`config.mk`:
```
export PLATFORM = sky130hd
export DESIGN_NAME = online_cluster_rescaler
export DESIGN_NICKNAME = d
export VERILOG_FILES = /design/src/rtl/ocr_pkg.sv /design/src/rtl/ocr_alu.sv /design/src/rtl/online_cluster_rescaler.sv
export SDC_FILE = /design/constraint.sdc
export NUM_CORES = 2
export LEC_CHECK = 0
export BUFFER_PORTS_ARGS = -buffer_cell sky130_fd_sc_hd__buf_2
export CAP_MARGIN = 20
export CORE_ASPECT_RATIO = 0.8
export CORE_MARGIN = 4
export CORE_UTILIZATION = 50
export CTS_CLUSTER_SIZE = 12
export DETAILED_ROUTE_END_ITERATION = 8
export PLACE_DENSITY = 0.65
export SYNTH_ARGS = -nofsm -noshare
export SYNTH_HDL_FRONTEND = slang
export SYNTH_SLANG_ARGS = --single-unit
```
`constraint.sdc`:
```
create_clock -name i_clk -period 17 [get_ports i_clk]
set_clock_uncertainty 0.2 [all_clocks]
set_input_delay 3.4 -clock i_clk [delete_from_list [all_inputs] [get_ports i_clk]]
set_output_delay 3.4 -clock i_clk [all_outputs]
set_load 0.02 [all_outputs]
```
`src/rtl/ocr_pkg.sv`:
```
// shared types and constants of the online cluster rescaler
// no dependencies; used by ocr_alu, online_cluster_rescaler and the testbench
package ocr_pkg;

    localparam int ALU_W  = 72;  // dividend and product width of the shared unit
    localparam int ALU_BW = 40;  // multiplier and divisor width
    localparam int CNT_W  = 7;

    localparam logic [CNT_W-1:0] MUL_STEPS  = 7'd40;
    localparam logic [CNT_W-1:0] DIV_STEPS  = 7'd72;
    localparam logic [CNT_W-1:0] SQRT_STEPS = 7'd32;

    localparam logic [47:0] VAR_MAX = 48'hFFFF_FFFF_FFFF;
    localparam logic [30:0] OUT_MAX = 31'h7FFF_FFFF;

    // register indexes on the configuration port
    localparam logic [2:0] REG_CLUSTERS = 3'd0;
    localparam logic [2:0] REG_WINDOW   = 3'd1;
    localparam logic [2:0] REG_PEAK     = 3'd2;
    localparam logic [2:0] REG_START_A  = 3'd3;
    localparam logic [2:0] REG_START_B  = 3'd4;
    localparam logic [2:0] REG_START_C  = 3'd5;
    localparam logic [2:0] REG_START_D  = 3'd6;

    typedef enum logic [1:0] {
        CMD_UPDATE    = 2'd0,
        CMD_TRANSFORM = 2'd1,
        CMD_UPD_XFORM = 2'd2,
        CMD_REINIT    = 2'd3
    } t_cmd;

    typedef enum logic [1:0] {
        ALU_MUL  = 2'd0,
        ALU_DIV  = 2'd1,
        ALU_SQRT = 2'd2
    } t_alu_op;

    typedef struct packed {
        logic    start;
        t_alu_op op;
    } t_alu_req;

    typedef struct packed {
        logic [1:0]         cmd;
        logic signed [31:0] sample;
    } t_in_beat;

    typedef struct packed {
        logic [30:0] rescaled;
        logic [1:0]  chosen_cluster;
        logic        degenerate;
    } t_out_beat;

    typedef enum logic [4:0] {
        ST_IDLE,
        ST_INIT,
        ST_SCAN,
        ST_LOAD,
        ST_M_MUL,
        ST_M_SUM,
        ST_M_N2,
        ST_M_ADJ,
        ST_M_DIV,
        ST_M_WR,
        ST_H_ABS,
        ST_H_DIV,
        ST_V_MUL,
        ST_V_DIV,
        ST_P_MUL,
        ST_Q_MUL,
        ST_V_WR,
        ST_T_SCAN,
        ST_SQ_LO,
        ST_SQ_HI,
        ST_LIM,
        ST_PREP,
        ST_R_MUL,
        ST_R_DIV,
        ST_R_FIN,
        ST_DONE
    } t_state;

endpackage

```
`src/rtl/ocr_alu.sv`:
```
// shared iterative unit: shift-add multiply, restoring divide, bit-pair square root
// depends on ocr_pkg
module ocr_alu (
    input  logic                          i_clk,
    input  logic                          i_rst_n,
    input  ocr_pkg::t_alu_req             i_req,
    input  logic [ocr_pkg::ALU_W-1:0]     i_a,
    input  logic [ocr_pkg::ALU_BW-1:0]    i_b,
    output logic                          o_done,
    output logic [ocr_pkg::ALU_W-1:0]     o_res
);
    import ocr_pkg::*;

    logic             r_busy;
    logic             r_done;
    t_alu_op          r_op;
    logic [CNT_W-1:0] r_cnt;
    logic [ALU_W-1:0] r_acc;
    logic [ALU_W-1:0] r_opa;
    logic [ALU_W-1:0] r_opb;

    logic [ALU_W-1:0] div_rem;
    logic [ALU_W-1:0] sq_rem;
    logic [ALU_W-1:0] sq_trial;
    logic [ALU_W-1:0] add_a;
    logic [ALU_W-1:0] add_b;
    logic             add_sub;
    logic [ALU_W:0]   sum;
    logic             ge;

    assign div_rem  = {r_acc[ALU_W-2:0], r_opa[ALU_W-1]};
    assign sq_rem   = {r_acc[ALU_W-3:0], r_opa[63:62]};
    assign sq_trial = {r_opb[ALU_W-3:0], 2'b01};

    // the one adder, shared by every operation
    always_comb begin
        unique case (r_op)
            ALU_DIV: begin
                add_a   = div_rem;
                add_b   = r_opb;
                add_sub = 1'b1;
            end
            ALU_SQRT: begin
                add_a   = sq_rem;
                add_b   = sq_trial;
                add_sub = 1'b1;
            end
            default: begin
                add_a   = r_acc;
                add_b   = r_opa;
                add_sub = 1'b0;
            end
        endcase
    end

    assign sum = {1'b0, add_a} + {1'b0, (add_sub ? ~add_b : add_b)}
               + {{ALU_W{1'b0}}, add_sub};
    assign ge  = sum[ALU_W];

    always_ff @(posedge i_clk) begin
        if (!i_rst_n) begin
            r_busy <= 1'b0;
            r_done <= 1'b0;
            r_op   <= ALU_MUL;
            r_cnt  <= '0;
        end else begin
            // done pulses for one cycle after the last step
            r_done <= !i_req.start && r_busy && (r_cnt == 7'd1);
            if (i_req.start) begin
                r_busy <= 1'b1;
                r_op   <= i_req.op;
                r_acc  <= '0;
                r_opa  <= i_a;
                unique case (i_req.op)
                    ALU_DIV: begin
                        r_opb <= {{(ALU_W-ALU_BW){1'b0}}, i_b};
                        r_cnt <= DIV_STEPS;
                    end
                    ALU_SQRT: begin
                        r_opb <= '0;
                        r_cnt <= SQRT_STEPS;
                    end
                    default: begin
                        r_opb <= {{(ALU_W-ALU_BW){1'b0}}, i_b};
                        r_cnt <= MUL_STEPS;
                    end
                endcase
            end else if (r_busy) begin
                unique case (r_op)
                    ALU_DIV: begin
                        r_acc <= ge ? sum[ALU_W-1:0] : div_rem;
                        r_opa <= {r_opa[ALU_W-2:0], ge};
                    end
                    ALU_SQRT: begin
                        r_acc <= ge ? sum[ALU_W-1:0] : sq_rem;
                        r_opa <= {r_opa[ALU_W-3:0], 2'b00};
                        r_opb <= {r_opb[ALU_W-2:0], ge};
                    end
                    default: begin
                        if (r_opb[0]) begin
                            r_acc <= sum[ALU_W-1:0];
                        end
                        r_opa <= {r_opa[ALU_W-2:0], 1'b0};
                        r_opb <= {1'b0, r_opb[ALU_W-1:1]};
                    end
                endcase
                r_cnt <= r_cnt - 7'd1;
                if (r_cnt == 7'd1) begin
                    r_busy <= 1'b0;
                end
            end
        end
    end

    always_comb begin
        unique case (r_op)
            ALU_DIV:  o_res = r_opa;
            ALU_SQRT: o_res = r_opb;
            default:  o_res = r_acc;
        endcase
    end

    assign o_done = r_done;

endmodule

```
`src/rtl/online_cluster_rescaler.sv`:
```
// top level of the online cluster rescaler: sequencer, cluster state, result register
// depends on ocr_pkg and ocr_alu
//
// Each input beat carries a command and a signed Q16.16 sample. An update scans the
// active clusters one per cycle for the nearest mean, then refreshes that cluster's
// mean, variance and weight through one shared iterative unit, using four multiplies
// and three divides in that unit. A transform scans the means, takes two square roots
// and, unless the result is settled early, one multiply and one divide. Update-then-transform
// does both in turn. One beat is worked on at a time; the result sits in an output
// register, so the next beat is taken while it waits.
// Configuration writes land at once and are meant to be made while the block is idle.
module online_cluster_rescaler #(
    parameter int CLUSTERS = 4
) (
    input  logic               i_clk,
    input  logic               i_rst_n,
    input  logic               i_in_valid,
    output logic               o_in_ready,
    input  ocr_pkg::t_in_beat  i_in_data,
    output logic               o_out_valid,
    input  logic               i_out_ready,
    output ocr_pkg::t_out_beat o_out_data,
    input  logic               i_cfg_we,
    input  logic [2:0]         i_cfg_index,
    input  logic [31:0]        i_cfg_data
);
    import ocr_pkg::*;

    localparam int IW = (CLUSTERS > 1) ? $clog2(CLUSTERS) : 1;

    // configuration
    logic [2:0]         r_cfg_clusters;
    logic [15:0]        r_cfg_window;
    logic [30:0]        r_cfg_peak;
    logic signed [31:0] r_start [4];

    // cluster state, one read and write index
    logic signed [31:0] r_mean [CLUSTERS];
    logic [47:0]        r_var  [CLUSTERS];
    logic [15:0]        r_wt   [CLUSTERS];

    t_state             r_state, n_state;
    logic [IW-1:0]      r_idx;
    logic [IW-1:0]      r_best;
    logic [IW-1:0]      r_lo;
    logic [IW-1:0]      r_hi;
    logic [32:0]        r_bestd;
    logic signed [31:0] r_lo_m;
    logic signed [31:0] r_hi_m;
    logic [1:0]         r_cmd;
    logic signed [31:0] r_x;
    logic               r_upd;
    logic               r_issued;
    logic [15:0]        r_n;
    logic               r_neg;
    logic signed [51:0] r_s;
    logic [51:0]        r_num;
    logic signed [31:0] r_nm;
    logic [32:0]        r_a;
    logic [32:0]        r_h;
    logic [47:0]        r_t1;
    logic [ALU_W-1:0]   r_p;
    logic signed [35:0] r_llim;
    logic signed [35:0] r_ulim;
    logic signed [35:0] r_dx;
    logic [35:0]        r_span;
    logic [35:0]        r_ma;
    logic [35:0]        r_mb;
    logic [30:0]        r_lim;
    logic [30:0]        r_res;
    logic               r_deg;
    logic               r_ovalid;
    t_out_beat          r_odata;

    // shared unit
    t_alu_req           alu_req;
    logic [ALU_W-1:0]   alu_a;
    logic [ALU_BW-1:0]  alu_b;
    logic               alu_done;
    logic [ALU_W-1:0]   alu_res;

    ocr_alu u_alu (
        .i_clk   (i_clk),
        .i_rst_n (i_rst_n),
        .i_req   (alu_req),
        .i_a     (alu_a),
        .i_b     (alu_b),
        .o_done  (alu_done),
        .o_res   (alu_res)
    );

    // active cluster count, clamped to 1..CLUSTERS
    logic [4:0]    k_act;
    logic [IW-1:0] k_last;
    always_comb begin
        k_act = {2'b00, r_cfg_clusters};
        if (k_act == 5'd0) begin
            k_act = 5'd1;
        end
        if (k_act > 5'(CLUSTERS)) begin
            k_act = 5'(CLUSTERS);
        end
    end
    assign k_last = IW'(k_act - 5'd1);

    logic signed [31:0] rd_mean;
    logic [47:0]        rd_var;
    logic [15:0]        rd_wt;
    assign rd_mean = r_mean[r_idx];
    assign rd_var  = r_var[r_idx];
    assign rd_wt   = r_wt[r_idx];

    logic               in_beat, out_beat, out_free, is_op;
    logic               scan_last, init_last;
    logic signed [32:0] scan_diff;
    logic [32:0]        scan_dist;
    logic               scan_take;
    logic [IW-1:0]      scan_best;
    logic signed [31:0] init_mean;
    logic [32:0]        mean_abs;
    logic [16:0]        n_p1;
    logic [50:0]        var_sum;
    logic signed [32:0] h_diff;
    logic               win_cap;

    assign in_beat   = i_in_valid && o_in_ready;
    assign out_beat  = r_ovalid && i_out_ready;
    assign out_free  = !r_ovalid || i_out_ready;
    assign scan_last = (r_idx == k_last);
    assign init_last = (r_idx == IW'(CLUSTERS - 1));

    // nearest mean, lowest index on ties
    assign scan_diff = {r_x[31], r_x} - {rd_mean[31], rd_mean};
    assign scan_dist = scan_diff[32] ? 33'(-scan_diff) : 33'(scan_diff);
    assign scan_take = (r_idx == '0) || (scan_dist < r_bestd);
    assign scan_best = scan_take ? r_idx : r_best;

    assign init_mean = (32'(r_idx) < 32'd4) ? r_start[2'(r_idx)] : 32'sd0;
    assign mean_abs  = rd_mean[31] ? 33'(-{1'b1, rd_mean}) : {1'b0, rd_mean};
    assign n_p1      = {1'b0, r_n} + 17'd1;
    assign var_sum   = {3'b000, r_t1} + {1'b0, r_p[65:16]};
    assign h_diff    = {r_x[31], r_x} - {r_nm[31], r_nm};
    assign win_cap   = (r_cfg_window != 16'd0) && (rd_wt >= r_cfg_window);

    assign is_op = (r_state == ST_M_MUL) || (r_state == ST_M_DIV) || (r_state == ST_H_DIV)
                || (r_state == ST_V_MUL) || (r_state == ST_V_DIV) || (r_state == ST_P_MUL)
                || (r_state == ST_Q_MUL) || (r_state == ST_SQ_LO) || (r_state == ST_SQ_HI)
                || (r_state == ST_R_MUL) || (r_state == ST_R_DIV);

    // next state
    always_comb begin
        n_state = r_state;
        unique case (r_state)
            ST_IDLE: begin
                if (in_beat) begin
                    unique case (t_cmd'(i_in_data.cmd))
                        CMD_REINIT:    n_state = ST_INIT;
                        CMD_TRANSFORM: n_state = ST_T_SCAN;
                        default:       n_state = ST_SCAN;
                    endcase
                end
            end
            ST_INIT:   if (init_last) n_state = ST_DONE;
            ST_SCAN:   if (scan_last) n_state = ST_LOAD;
            ST_LOAD:   n_state = ST_M_MUL;
            ST_M_MUL:  if (alu_done) n_state = ST_M_SUM;
            ST_M_SUM:  n_state = ST_M_N2;
            ST_M_N2:   n_state = ST_M_ADJ;
            ST_M_ADJ:  n_state = ST_M_DIV;
            ST_M_DIV:  if (alu_done) n_state = ST_M_WR;
            ST_M_WR:   n_state = ST_H_ABS;
            ST_H_ABS:  n_state = ST_H_DIV;
            ST_H_DIV:  if (alu_done) n_state = ST_V_MUL;
            ST_V_MUL:  if (alu_done) n_state = ST_V_DIV;
            ST_V_DIV:  if (alu_done) n_state = ST_P_MUL;
            ST_P_MUL:  if (alu_done) n_state = ST_Q_MUL;
            ST_Q_MUL:  if (alu_done) n_state = ST_V_WR;
            ST_V_WR: begin
                n_state = (t_cmd'(r_cmd) == CMD_UPD_XFORM) ? ST_T_SCAN : ST_DONE;
            end
            ST_T_SCAN: if (scan_last) n_state = ST_SQ_LO;
            ST_SQ_LO:  if (alu_done) n_state = ST_SQ_HI;
            ST_SQ_HI:  if (alu_done) n_state = ST_LIM;
            ST_LIM:    n_state = (r_ulim <= r_llim) ? ST_DONE : ST_PREP;
            ST_PREP: begin
                if (r_cfg_peak != 31'd0) begin
                    n_state = (r_dx <= 36'sd0) ? ST_DONE : ST_R_MUL;
                end else if ((r_dx == 36'sd0) || (r_ulim == 36'sd0)
                          || (r_dx[35] != r_ulim[35])) begin
                    n_state = ST_DONE;
                end else begin
                    n_state = ST_R_MUL;
                end
            end
            ST_R_MUL:  if (alu_done) n_state = ST_R_DIV;
            ST_R_DIV:  if (alu_done) n_state = ST_R_FIN;
            ST_R_FIN:  n_state = ST_DONE;
            ST_DONE:   if (out_free) n_state = ST_IDLE;
            default:   n_state = ST_IDLE;
        endcase
    end

    // outputs and shared unit requests
    always_comb begin
        o_in_ready    = (r_state == ST_IDLE);
        alu_req.start = is_op && !r_issued;
        alu_req.op    = ALU_MUL;
        alu_a         = '0;
        alu_b         = '0;
        unique case (r_state)
            ST_M_MUL: begin
                alu_a = ALU_W'(mean_abs);
                alu_b = ALU_BW'(r_n);
            end
            ST_M_DIV: begin
                alu_req.op = ALU_DIV;
                alu_a      = ALU_W'(r_num);
                alu_b      = ALU_BW'({n_p1, 1'b0});
            end
            ST_H_DIV: begin
                alu_req.op = ALU_DIV;
                alu_a      = ALU_W'(r_a);
                alu_b      = ALU_BW'(n_p1);
            end
            ST_V_MUL: begin
                alu_a = ALU_W'(rd_var);
                alu_b = ALU_BW'(r_n);
            end
            ST_V_DIV: begin
                alu_req.op = ALU_DIV;
                alu_a      = r_p;
                alu_b      = ALU_BW'(n_p1);
            end
            ST_P_MUL: begin
                alu_a = ALU_W'(r_h);
                alu_b = ALU_BW'(r_n);
            end
            ST_Q_MUL: begin
                alu_a = r_p;
                alu_b = ALU_BW'(r_h);
            end
            ST_SQ_LO, ST_SQ_HI: begin
                alu_req.op = ALU_SQRT;
                alu_a      = ALU_W'({rd_var, 16'h0000});
            end
            ST_R_MUL: begin
                alu_a = ALU_W'(r_ma);
                alu_b = ALU_BW'(r_mb);
            end
            ST_R_DIV: begin
                alu_req.op = ALU_DIV;
                alu_a      = r_p;
                alu_b      = ALU_BW'(r_span);
            end
            default: begin
                alu_req.op = ALU_MUL;
            end
        endcase
    end

    // configuration writes
    always_ff @(posedge i_clk) begin
        if (!i_rst_n) begin
            r_cfg_clusters <= 3'd4;
            r_cfg_window   <= '0;
            r_cfg_peak     <= '0;
            for (int i = 0; i < 4; i++) begin
                r_start[i] <= '0;
            end
        end else if (i_cfg_we) begin
            unique case (i_cfg_index)
                REG_CLUSTERS: r_cfg_clusters <= i_cfg_data[2:0];
                REG_WINDOW:   r_cfg_window   <= i_cfg_data[15:0];
                REG_PEAK:     r_cfg_peak     <= i_cfg_data[30:0];
                REG_START_A, REG_START_B, REG_START_C, REG_START_D: begin
                    r_start[2'(i_cfg_index - REG_START_A)] <= i_cfg_data;
                end
                default: ;
            endcase
        end
    end

    // sequencer and datapath
    always_ff @(posedge i_clk) begin
        if (!i_rst_n) begin
            r_state  <= ST_IDLE;
            r_idx    <= '0;
            r_best   <= '0;
            r_issued <= 1'b0;
            r_ovalid <= 1'b0;
            for (int i = 0; i < CLUSTERS; i++) begin
                r_mean[i] <= '0;
                r_var[i]  <= '0;
                r_wt[i]   <= '0;
            end
        end else begin
            r_state <= n_state;
            if (alu_req.start) begin
                r_issued <= 1'b1;
            end else if (alu_done) begin
                r_issued <= 1'b0;
                r_p      <= alu_res;
            end
            // result held until taken, refilled from the done state
            r_ovalid <= (r_ovalid && !out_beat) || ((r_state == ST_DONE) && out_free);

            unique case (r_state)
                ST_IDLE: begin
                    if (in_beat) begin
                        r_cmd  <= i_in_data.cmd;
                        r_x    <= i_in_data.sample;
                        r_upd  <= (t_cmd'(i_in_data.cmd) == CMD_UPDATE)
                               || (t_cmd'(i_in_data.cmd) == CMD_UPD_XFORM);
                        r_idx  <= '0;
                        r_best <= '0;
                        r_res  <= '0;
                        r_deg  <= 1'b0;
                    end
                end
                ST_INIT: begin
                    r_mean[r_idx] <= init_mean;
                    r_var[r_idx]  <= '0;
                    r_wt[r_idx]   <= (init_mean > 32'sd0) ? 16'd1 : 16'd0;
                    r_idx         <= r_idx + IW'(1);
                end
                ST_SCAN: begin
                    r_best <= scan_best;
                    if (scan_take) begin
                        r_bestd <= scan_dist;
                    end
                    r_idx <= scan_last ? scan_best : r_idx + IW'(1);
                end
                ST_LOAD: begin
                    // at or above the window size the weight stays and n is the window, else it counts up and saturates
                    if (win_cap) begin
                        r_n <= r_cfg_window;
                    end else begin
                        r_n <= rd_wt;
                        if (rd_wt != 16'hFFFF) begin
                            r_wt[r_idx] <= rd_wt + 16'd1;
                        end
                    end
                end
                ST_M_SUM: begin
                    r_s <= (rd_mean[31] ? -$signed({4'b0000, r_p[47:0]})
                                        : $signed({4'b0000, r_p[47:0]}))
                         + $signed({{20{r_x[31]}}, r_x});
                end
                ST_M_N2: begin
                    // numerator of the rounded mean: 2*num + (n+1)
                    r_s <= (r_s <<< 1) + $signed({35'd0, n_p1});
                end
                ST_M_ADJ: begin
                    // floor division of a negative value through its magnitude
                    r_neg <= r_s[51];
                    if (r_s[51]) begin
                        r_num <= 52'(-r_s) + {35'd0, r_n, 1'b1};
                    end else begin
                        r_num <= 52'(r_s);
                    end
                end
                ST_M_WR: begin
                    r_nm          <= r_neg ? (~r_p[31:0] + 32'd1) : r_p[31:0];
                    r_mean[r_idx] <= r_neg ? (~r_p[31:0] + 32'd1) : r_p[31:0];
                end
                ST_H_ABS: begin
                    r_a <= h_diff[32] ? 33'(-h_diff) : 33'(h_diff);
                end
                ST_H_DIV: begin
                    if (alu_done) begin
                        r_h <= alu_res[32:0];
                    end
                end
                ST_V_DIV: begin
                    if (alu_done) begin
                        r_t1 <= alu_res[47:0];
                    end
                end
                ST_V_WR: begin
                    r_var[r_idx] <= (var_sum > {3'b000, VAR_MAX}) ? VAR_MAX : var_sum[47:0];
                    r_idx        <= '0;
                end
                ST_T_SCAN: begin
                    if ((r_idx == '0) || (rd_mean < r_lo_m)) begin
                        r_lo   <= r_idx;
                        r_lo_m <= rd_mean;
                    end
                    if ((r_idx == '0) || (rd_mean > r_hi_m)) begin
                        r_hi   <= r_idx;
                        r_hi_m <= rd_mean;
                    end
                    if (scan_last) begin
                        if ((r_idx == '0) || (rd_mean < r_lo_m)) begin
                            r_idx <= r_idx;
                        end else begin
                            r_idx <= r_lo;
                        end
                    end else begin
                        r_idx <= r_idx + IW'(1);
                    end
                end
                ST_SQ_LO: begin
                    if (alu_done) begin
                        r_llim <= $signed({{4{r_lo_m[31]}}, r_lo_m})
                                - $signed({4'b0000, alu_res[31:0]});
                        r_idx  <= r_hi;
                    end
                end
                ST_SQ_HI: begin
                    if (alu_done) begin
                        r_ulim <= $signed({{4{r_hi_m[31]}}, r_hi_m})
                                + $signed({4'b0000, alu_res[31:0]});
                    end
                end
                ST_LIM: begin
                    r_deg  <= (r_ulim <= r_llim);
                    r_span <= 36'(r_ulim - r_llim);
                    r_dx   <= $signed({{4{r_x[31]}}, r_x}) - r_llim;
                end
                ST_PREP: begin
                    if (r_cfg_peak != 31'd0) begin
                        r_ma  <= 36'(r_dx);
                        r_mb  <= {5'd0, r_cfg_peak};
                        r_lim <= r_cfg_peak;
                    end else begin
                        r_ma  <= r_dx[35] ? 36'(-r_dx) : 36'(r_dx);
                        r_mb  <= r_ulim[35] ? 36'(-r_ulim) : 36'(r_ulim);
                        r_lim <= OUT_MAX;
                    end
                end
                ST_R_FIN: begin
                    // saturate at the peak or at full scale
                    if ((|r_p[ALU_W-1:31]) || (r_p[30:0] > r_lim)) begin
                        r_res <= r_lim;
                    end else begin
                        r_res <= r_p[30:0];
                    end
                end
                ST_DONE: begin
                    if (out_free) begin
                        r_odata.rescaled       <= r_res;
                        r_odata.chosen_cluster <= r_upd ? 2'(r_best) : 2'd0;
                        r_odata.degenerate     <= r_deg;
                    end
                end
                default: ;
            endcase
        end
    end

    assign o_out_valid = r_ovalid;
    assign o_out_data  = r_odata;

endmodule

```
* Yosys cells after proc, flatten, opt, wreduce, memory -nomap -nowiden
Memories as Yosys holds them, arrays and structs flattened. A register that Yosys moved wholly into a read port is not among the register bits.
Index checks and enable logic that the tools add are counted.
** Word-level totals
- Register bits :: 1076
- Output and inout port bits :: 36
- Memories kept :: 4
- Bits of input ports :: 74
- Logic and storage cells :: 368
- Memory bits (writable) :: 512
** Memory list
- r_var :: depth 4, width 48, rd ports 1, clocked after Yosys merged registers in 1, wr ports 4, RTL line online_cluster_rescaler.sv:39 : logic [47:0] r_var [CLUSTERS];
- r_mean :: depth 4, width 32, rd ports 1, clocked after Yosys merged registers in 1, wr ports 4, RTL line online_cluster_rescaler.sv:38 : logic signed [31:0] r_mean [CLUSTERS];
- r_start :: depth 4, width 32, rd ports 1, clocked after Yosys merged registers in 1, wr ports 4, RTL line online_cluster_rescaler.sv:35 : logic signed [31:0] r_start [4];
- r_wt :: depth 4, width 16, rd ports 1, clocked after Yosys merged registers in 1, wr ports 4, RTL line online_cluster_rescaler.sv:40 : logic [15:0] r_wt [CLUSTERS];
** Cells by class
- Reductions and logical operators :: 90
- Muxes and demuxes :: 122
- $lt $le $gt $ge :: 10
- Add/subtract/negate cells :: 26
- Bitwise logic cells :: 7
- Eq/ne operators :: 61
** Operators with widths (count)
- $pmux 72 s2 :: 6
- $mux 72 :: 9
- $pmux 72 s8 :: 1
- $pmux 36 s6 :: 1
- $mux 32 :: 5
- $mux 48 :: 3
- $pmux 5 s26 :: 1
- $mux 36 :: 3
- $pmux 52 s2 :: 1
- $neg 33->33 :: 3
- $mux 31 :: 3
- $mux 5 :: 16
- $add 72x72->73 :: 1
- $add 73x1->73 :: 1
- $logic_not 36->1 :: 2
- $neg 36->36 :: 2
- $not 72->72 :: 1
- $mux 33 :: 2
- $sub 32x32->33 :: 2
- $reduce_or 32->1 :: 2
- $pmux 31 s2 :: 1
- $add 52x17->52 :: 1
- $add 52x18->52 :: 1
- $add 52x32->52 :: 1
- 77 further kinds :: 247

* Logic depth before layout (Yosys ltp)
- Word-level depth :: 15
- Depth in mapped cells :: 30
- Depth with buffers taken out :: 26

* Modules after synthesis
A second synthesis with hierarchy kept.
** Unflattened totals
- Cell total of the unflattened synthesis :: 9612
- Area, all modules :: 99465.4 um^2
** By module, submodules not included
- online_cluster_rescaler :: area each 80742.4 um^2, instances 1, cells each 7437, sequential area each 40178.5 um^2
- ocr_alu :: area each 18723.0 um^2, instances 1, cells each 2175, sequential area each 6706.4 um^2

* Worst setup path after synthesis
Ideal clock, no wire load.
- Path type :: register to register
- Start point :: register with a tool-made name
- End point :: register r_bestd[0], enable pin
- Library setup time :: 0.464 ns
- Required time :: 16.336 ns
- Buffers on the path :: 4
- Clock period less this slack :: 9.531 ns
- Stages on the path, launching flop included :: 28
- Path slack :: 7.469 ns
- Data arrival time :: 8.866 ns
- Path through :: dfxtp_1 -> buf_2 -> buf_4 -> buf_2 -> mux4_2 -> inv_1 -> ha_1 -> nor2b_1 -> o2111a_1 -> or3_1 -> a2bb2oi_1 -> o221ai_1 -> or3_1 -> nor2_1 -> nand2_1 -> or4_1 -> clkbuf_1 -> o31ai_1 -> xnor2_1 -> ha_1 -> a21o_1 -> a21o_1 -> a21o_1 -> a21o_1 -> a21o_1 -> a21oi_1 -> o211ai_1 -> nor3_1
** RTL lines
- end signal: assignment :: RTL line online_cluster_rescaler.sv:329 : r_bestd <= scan_dist;
- end: declaration :: RTL line online_cluster_rescaler.sv:47 : logic [32:0] r_bestd;

==> impl_metrics.py <==
metrics = {
    "layout": {
        "fin_util_pct": 55.44,
        "stdcell_area_um2": 108800,
        "synthToLayoutAreaGrowth_pct": 9.759,
        "nets": 10123,
        "drive_gt1_share_pct": 8.951,
    },
    "critical_path": {
        "rrSetupSlack_ps": 7910,
        "cp_slowest_stage_delay_ps": 960,
        "arrival_ps": 9650,
        "required_ps": 17560,
        "worst-path-buf-inv": 1,
        "r2r_cells": 26,
        "crit_family": "compound AO/OA/AOI/OAI gates",
        "cp-start-kind": "flop",
        "crit_slowest_cell": "dfxtp_4",
        "path_class": "flop to flop",
        "cp_max_fo": 41,
        "end_kind": "flop",
    },
    "worst_hold_path": {
        "hp-class": "flop to flop",
        "holdPathStages": 0,
        "worstHoldStart": "r_res[24]",
        "hold_end": "o_out_data[27]",
    },
    "sta": {
        "slew_headroom_pct": 12.76,
        "worst_pin_slew_ps": 1309,
        "rsz0062_at_grt": "false",
        "fin_crit_sh_pct": 53.49,
        "setup_tns_ps": 0,
        "fmax_ghz": 0.1100,
        "period_minus_slack_ps": 9093,
        "drv_slew": 0,
        "fin_ws_ps": 7907,
        "hold_viol": 0,
        "setup_viol": 0,
    },
    "floorplan": {
        "die_h_um": 406.3,
        "rows": 145,
        "die_area_um2": 205500,
        "die_w_um": 505.9,
        "pin_count": 110,
        "core_area_um2": 196300,
        "start_util_pct": 50.51,
    },
    "clock_network": {
        "cts_tree": "yes",
        "clk_pin_slew_ps": 60,
        "ctsHoldBuffers": 0,
        "clk_latency_ps": 880,
        "ctsHtreeMaxLevel": 4,
        "clk_path_buf_depth": 3,
        "post_cts_buffers": 0,
        "numClockSinks": 1586,
        "cts_resized": 0,
        "cts_buffers": 171,
        "root_buffer": "clkbuf_16",
    },
    "place": {
        "gp_congestion": 1.034,
        "portBuffers": 109,
        "place_area_um2": 102900,
        "hpwl_mm": 320.9,
        "pre_cts_ws_ps": 8064,
    },
    "logic_synthesis": {
        "synthFlopType": "edfxtp_1",
        "synth_seq_cells": 1586,
        "yosysUniqueCellTypes": 100,
        "syn_area_um2": 99150,
        "yosysWarnings": 0,
        "ys_seq_area_share_pct": 47.29,
        "synth-edff-count": 1512,
        "avgSynthCellArea_um2": 10.42,
        "syn-instance-count": 9516,
        "async_flop_share_pct": 0,
    },
    "power_and_ir_drop": {
        "p_total_mw": 21.20,
        "p_leak_nw": 41.25,
        "ir_worst_vdd_mv": 0.1780,
        "powerDensity_nw_per_um2": 194.8,
    },
    "outcome": {
        "status": "finished, final reports clean",
    },
    "global_route": {
        "grt_first_pass_wirelength_mm": 579.8,
        "antenna_found_initial": 83,
        "gr-total-overflow": 0,
        "grt_pass1_vias": 75801,
        "grt_max_degree": 190,
        "grt.total_usage_pct": 39.77,
    },
    "route": {
        "first_iter_violations": 14014,
        "antenna_left": 0,
        "drc_errors": 0,
        "drt_pass1_iterations": 7,
        "wire_per_inst_um": 34.19,
        "drt_wl_total_mm": 419.9,
        "via_count": 83416,
        "viasPerCell": 6.792,
    },
    "flow_run": {
        "max_cap_viol_count": 0,
    },
}
how the worst max path moves through the flow:
| stage | from | endpoint | depth (start not counted) |
|---|---|---|---|
| after floorplan | flop | r_bestd[0] | 27 |
| after global placement | flop | flop | 26 |
| after detailed placement | flop | flop | 26 |
| after CTS | flop | flop | 26 |
| after global routing | flop | flop | 26 |
| final | flop | flop | 26 |
power breakdown:
group | total (mW) | switching [mW] | internal, mW
Sequential | 5.79 | 0.431 | 5.36
Clock | 3.80 | 1.71 | 2.09
Combinational | 11.6 | 7.59 | 4.01
layer usage:
layer	up-vias	track usage (%)	routed length, µm
li1	35856	-	-
met1	41256	57.53	174800
met2	5514	51.02	158600
met3	734	18.72	68490
met4	56	14.19	17180
met5	-	1.601	809
flip-flops by register name, summed over array words and instances, names as in the netlist, 48 cells and up, named ones only:
signal       count
r_s             52
u_alu.r_opa     72
r_wt            64
u_alu.r_opb     72
r_t1            48
r_num           52
u_alu.r_acc     72
r_var          192
r_p             72
r_mean         128
r_start        128
synth_stat cells, types with 20 or more instances:
cell type	n	share of area, %
or3_1	73	0.46
a31oi_1	128	0.81
ha_1	560	7.1
nor2_1	744	2.8
nand4_1	118	0.74
inv_1	504	1.9
a22oi_1	152	1.2
edfxtp_1	1512	46
o21ai_0	462	2.3
nor3_1	136	0.69
a22o_1	26	0.23
nand3_1	141	0.71
or2_2	65	0.41
a21oi_1	768	3.9
xor2_1	232	2.0
o21bai_1	42	0.32
or4_1	21	0.16
dfxtp_1	74	1.5
and3_1	143	0.90
a21o_1	310	2.3
nor4_1	56	0.35
nand2b_1	129	0.81
o31ai_1	81	0.61
mux2i_1	71	0.72
a211oi_1	71	0.54
clkbuf_1	469	1.8
o21a_1	219	1.7
buf_1	32	0.12
a21boi_0	104	0.79
o41ai_1	28	0.25
o211ai_1	36	0.27
a221oi_1	277	2.4
nand2_1	663	2.5
and2_1	110	0.69
xnor2_1	422	3.7
nor2b_1	81	0.51
mux4_2	127	2.9
a222oi_1	20	0.20
through the flow:
stage	hold slack [ps]	std cells
after floorplan	200.3	9517
after global placement	202.5	11935
after detailed placement	204.5	11938
after CTS	211.5	12241
after global routing	223.1	12255
final	207.2	12282
cell usage in the layout, fill, tap and decap left out, drive strengths merged, types with 20 or more instances in the layout:
cell,instances
clkbuf,230
ha,560
a211oi,71
o21a,219
mux2i,71
a222oi,20
nand2,663
dfxtp,74
a22o,26
o211ai,36
mux4,127
a22oi,152
o21ai,468
nor2,744
nand2b,129
and3,144
a21oi,768
a21boi,106
inv,503
nand3,141
or4,22
a221oi,277
o31ai,82
and2,111
nor3,136
nor2b,81
o41ai,29
nand4,118
edfxtp,1512
or3,73
buf,315
a21o,311
o21bai,43
clkinv,57
nor4,57
diode,28
or2,67
xnor2,422
xor2,232
a31oi,128
layout make-up:
cell class / count / area (µm²)
timing repair buffer: 315 / 2287
clock inverter: 73 / 1002
multi-input combinational: 6899 / 48770
fill: 17019 / 87480
antenna: 28 / 70.07
inverter: 505 / 1897
clock buffer: 230 / 4596
tap: 2646 / 3311
sequential: 1586 / 46890
kinds of logic after synthesis:
logic type / count (synthesis) / share of synthesized area, %
and+or+nand+nor: 2546 / 12.34
AOI/OAI and AO/OA: 2925 / 19.70
muxes: 201 / 3.636
buffers and inverters: 1032 / 3.969
adders and majority gates: 571 / 7.289
other: 1 / 0.003782
xor gates and xnor gates: 654 / 5.777
DFF: 1586 / 47.29
worst reg2reg max path: cells and delay by family, from the launching register on:
kind / cells / cell delay (ps)
AOI/OAI and AO/OA: 11 / 2860
and+or+nand+nor: 8 / 2680
buffers and inverters: 1 / 290
adders and majority gates: 3 / 1000
muxes: 2 / 850
xor gates and xnor gates: 1 / 140
DFF: 1 / 960
No activity file was read; power rests on OpenSTA's default activity.
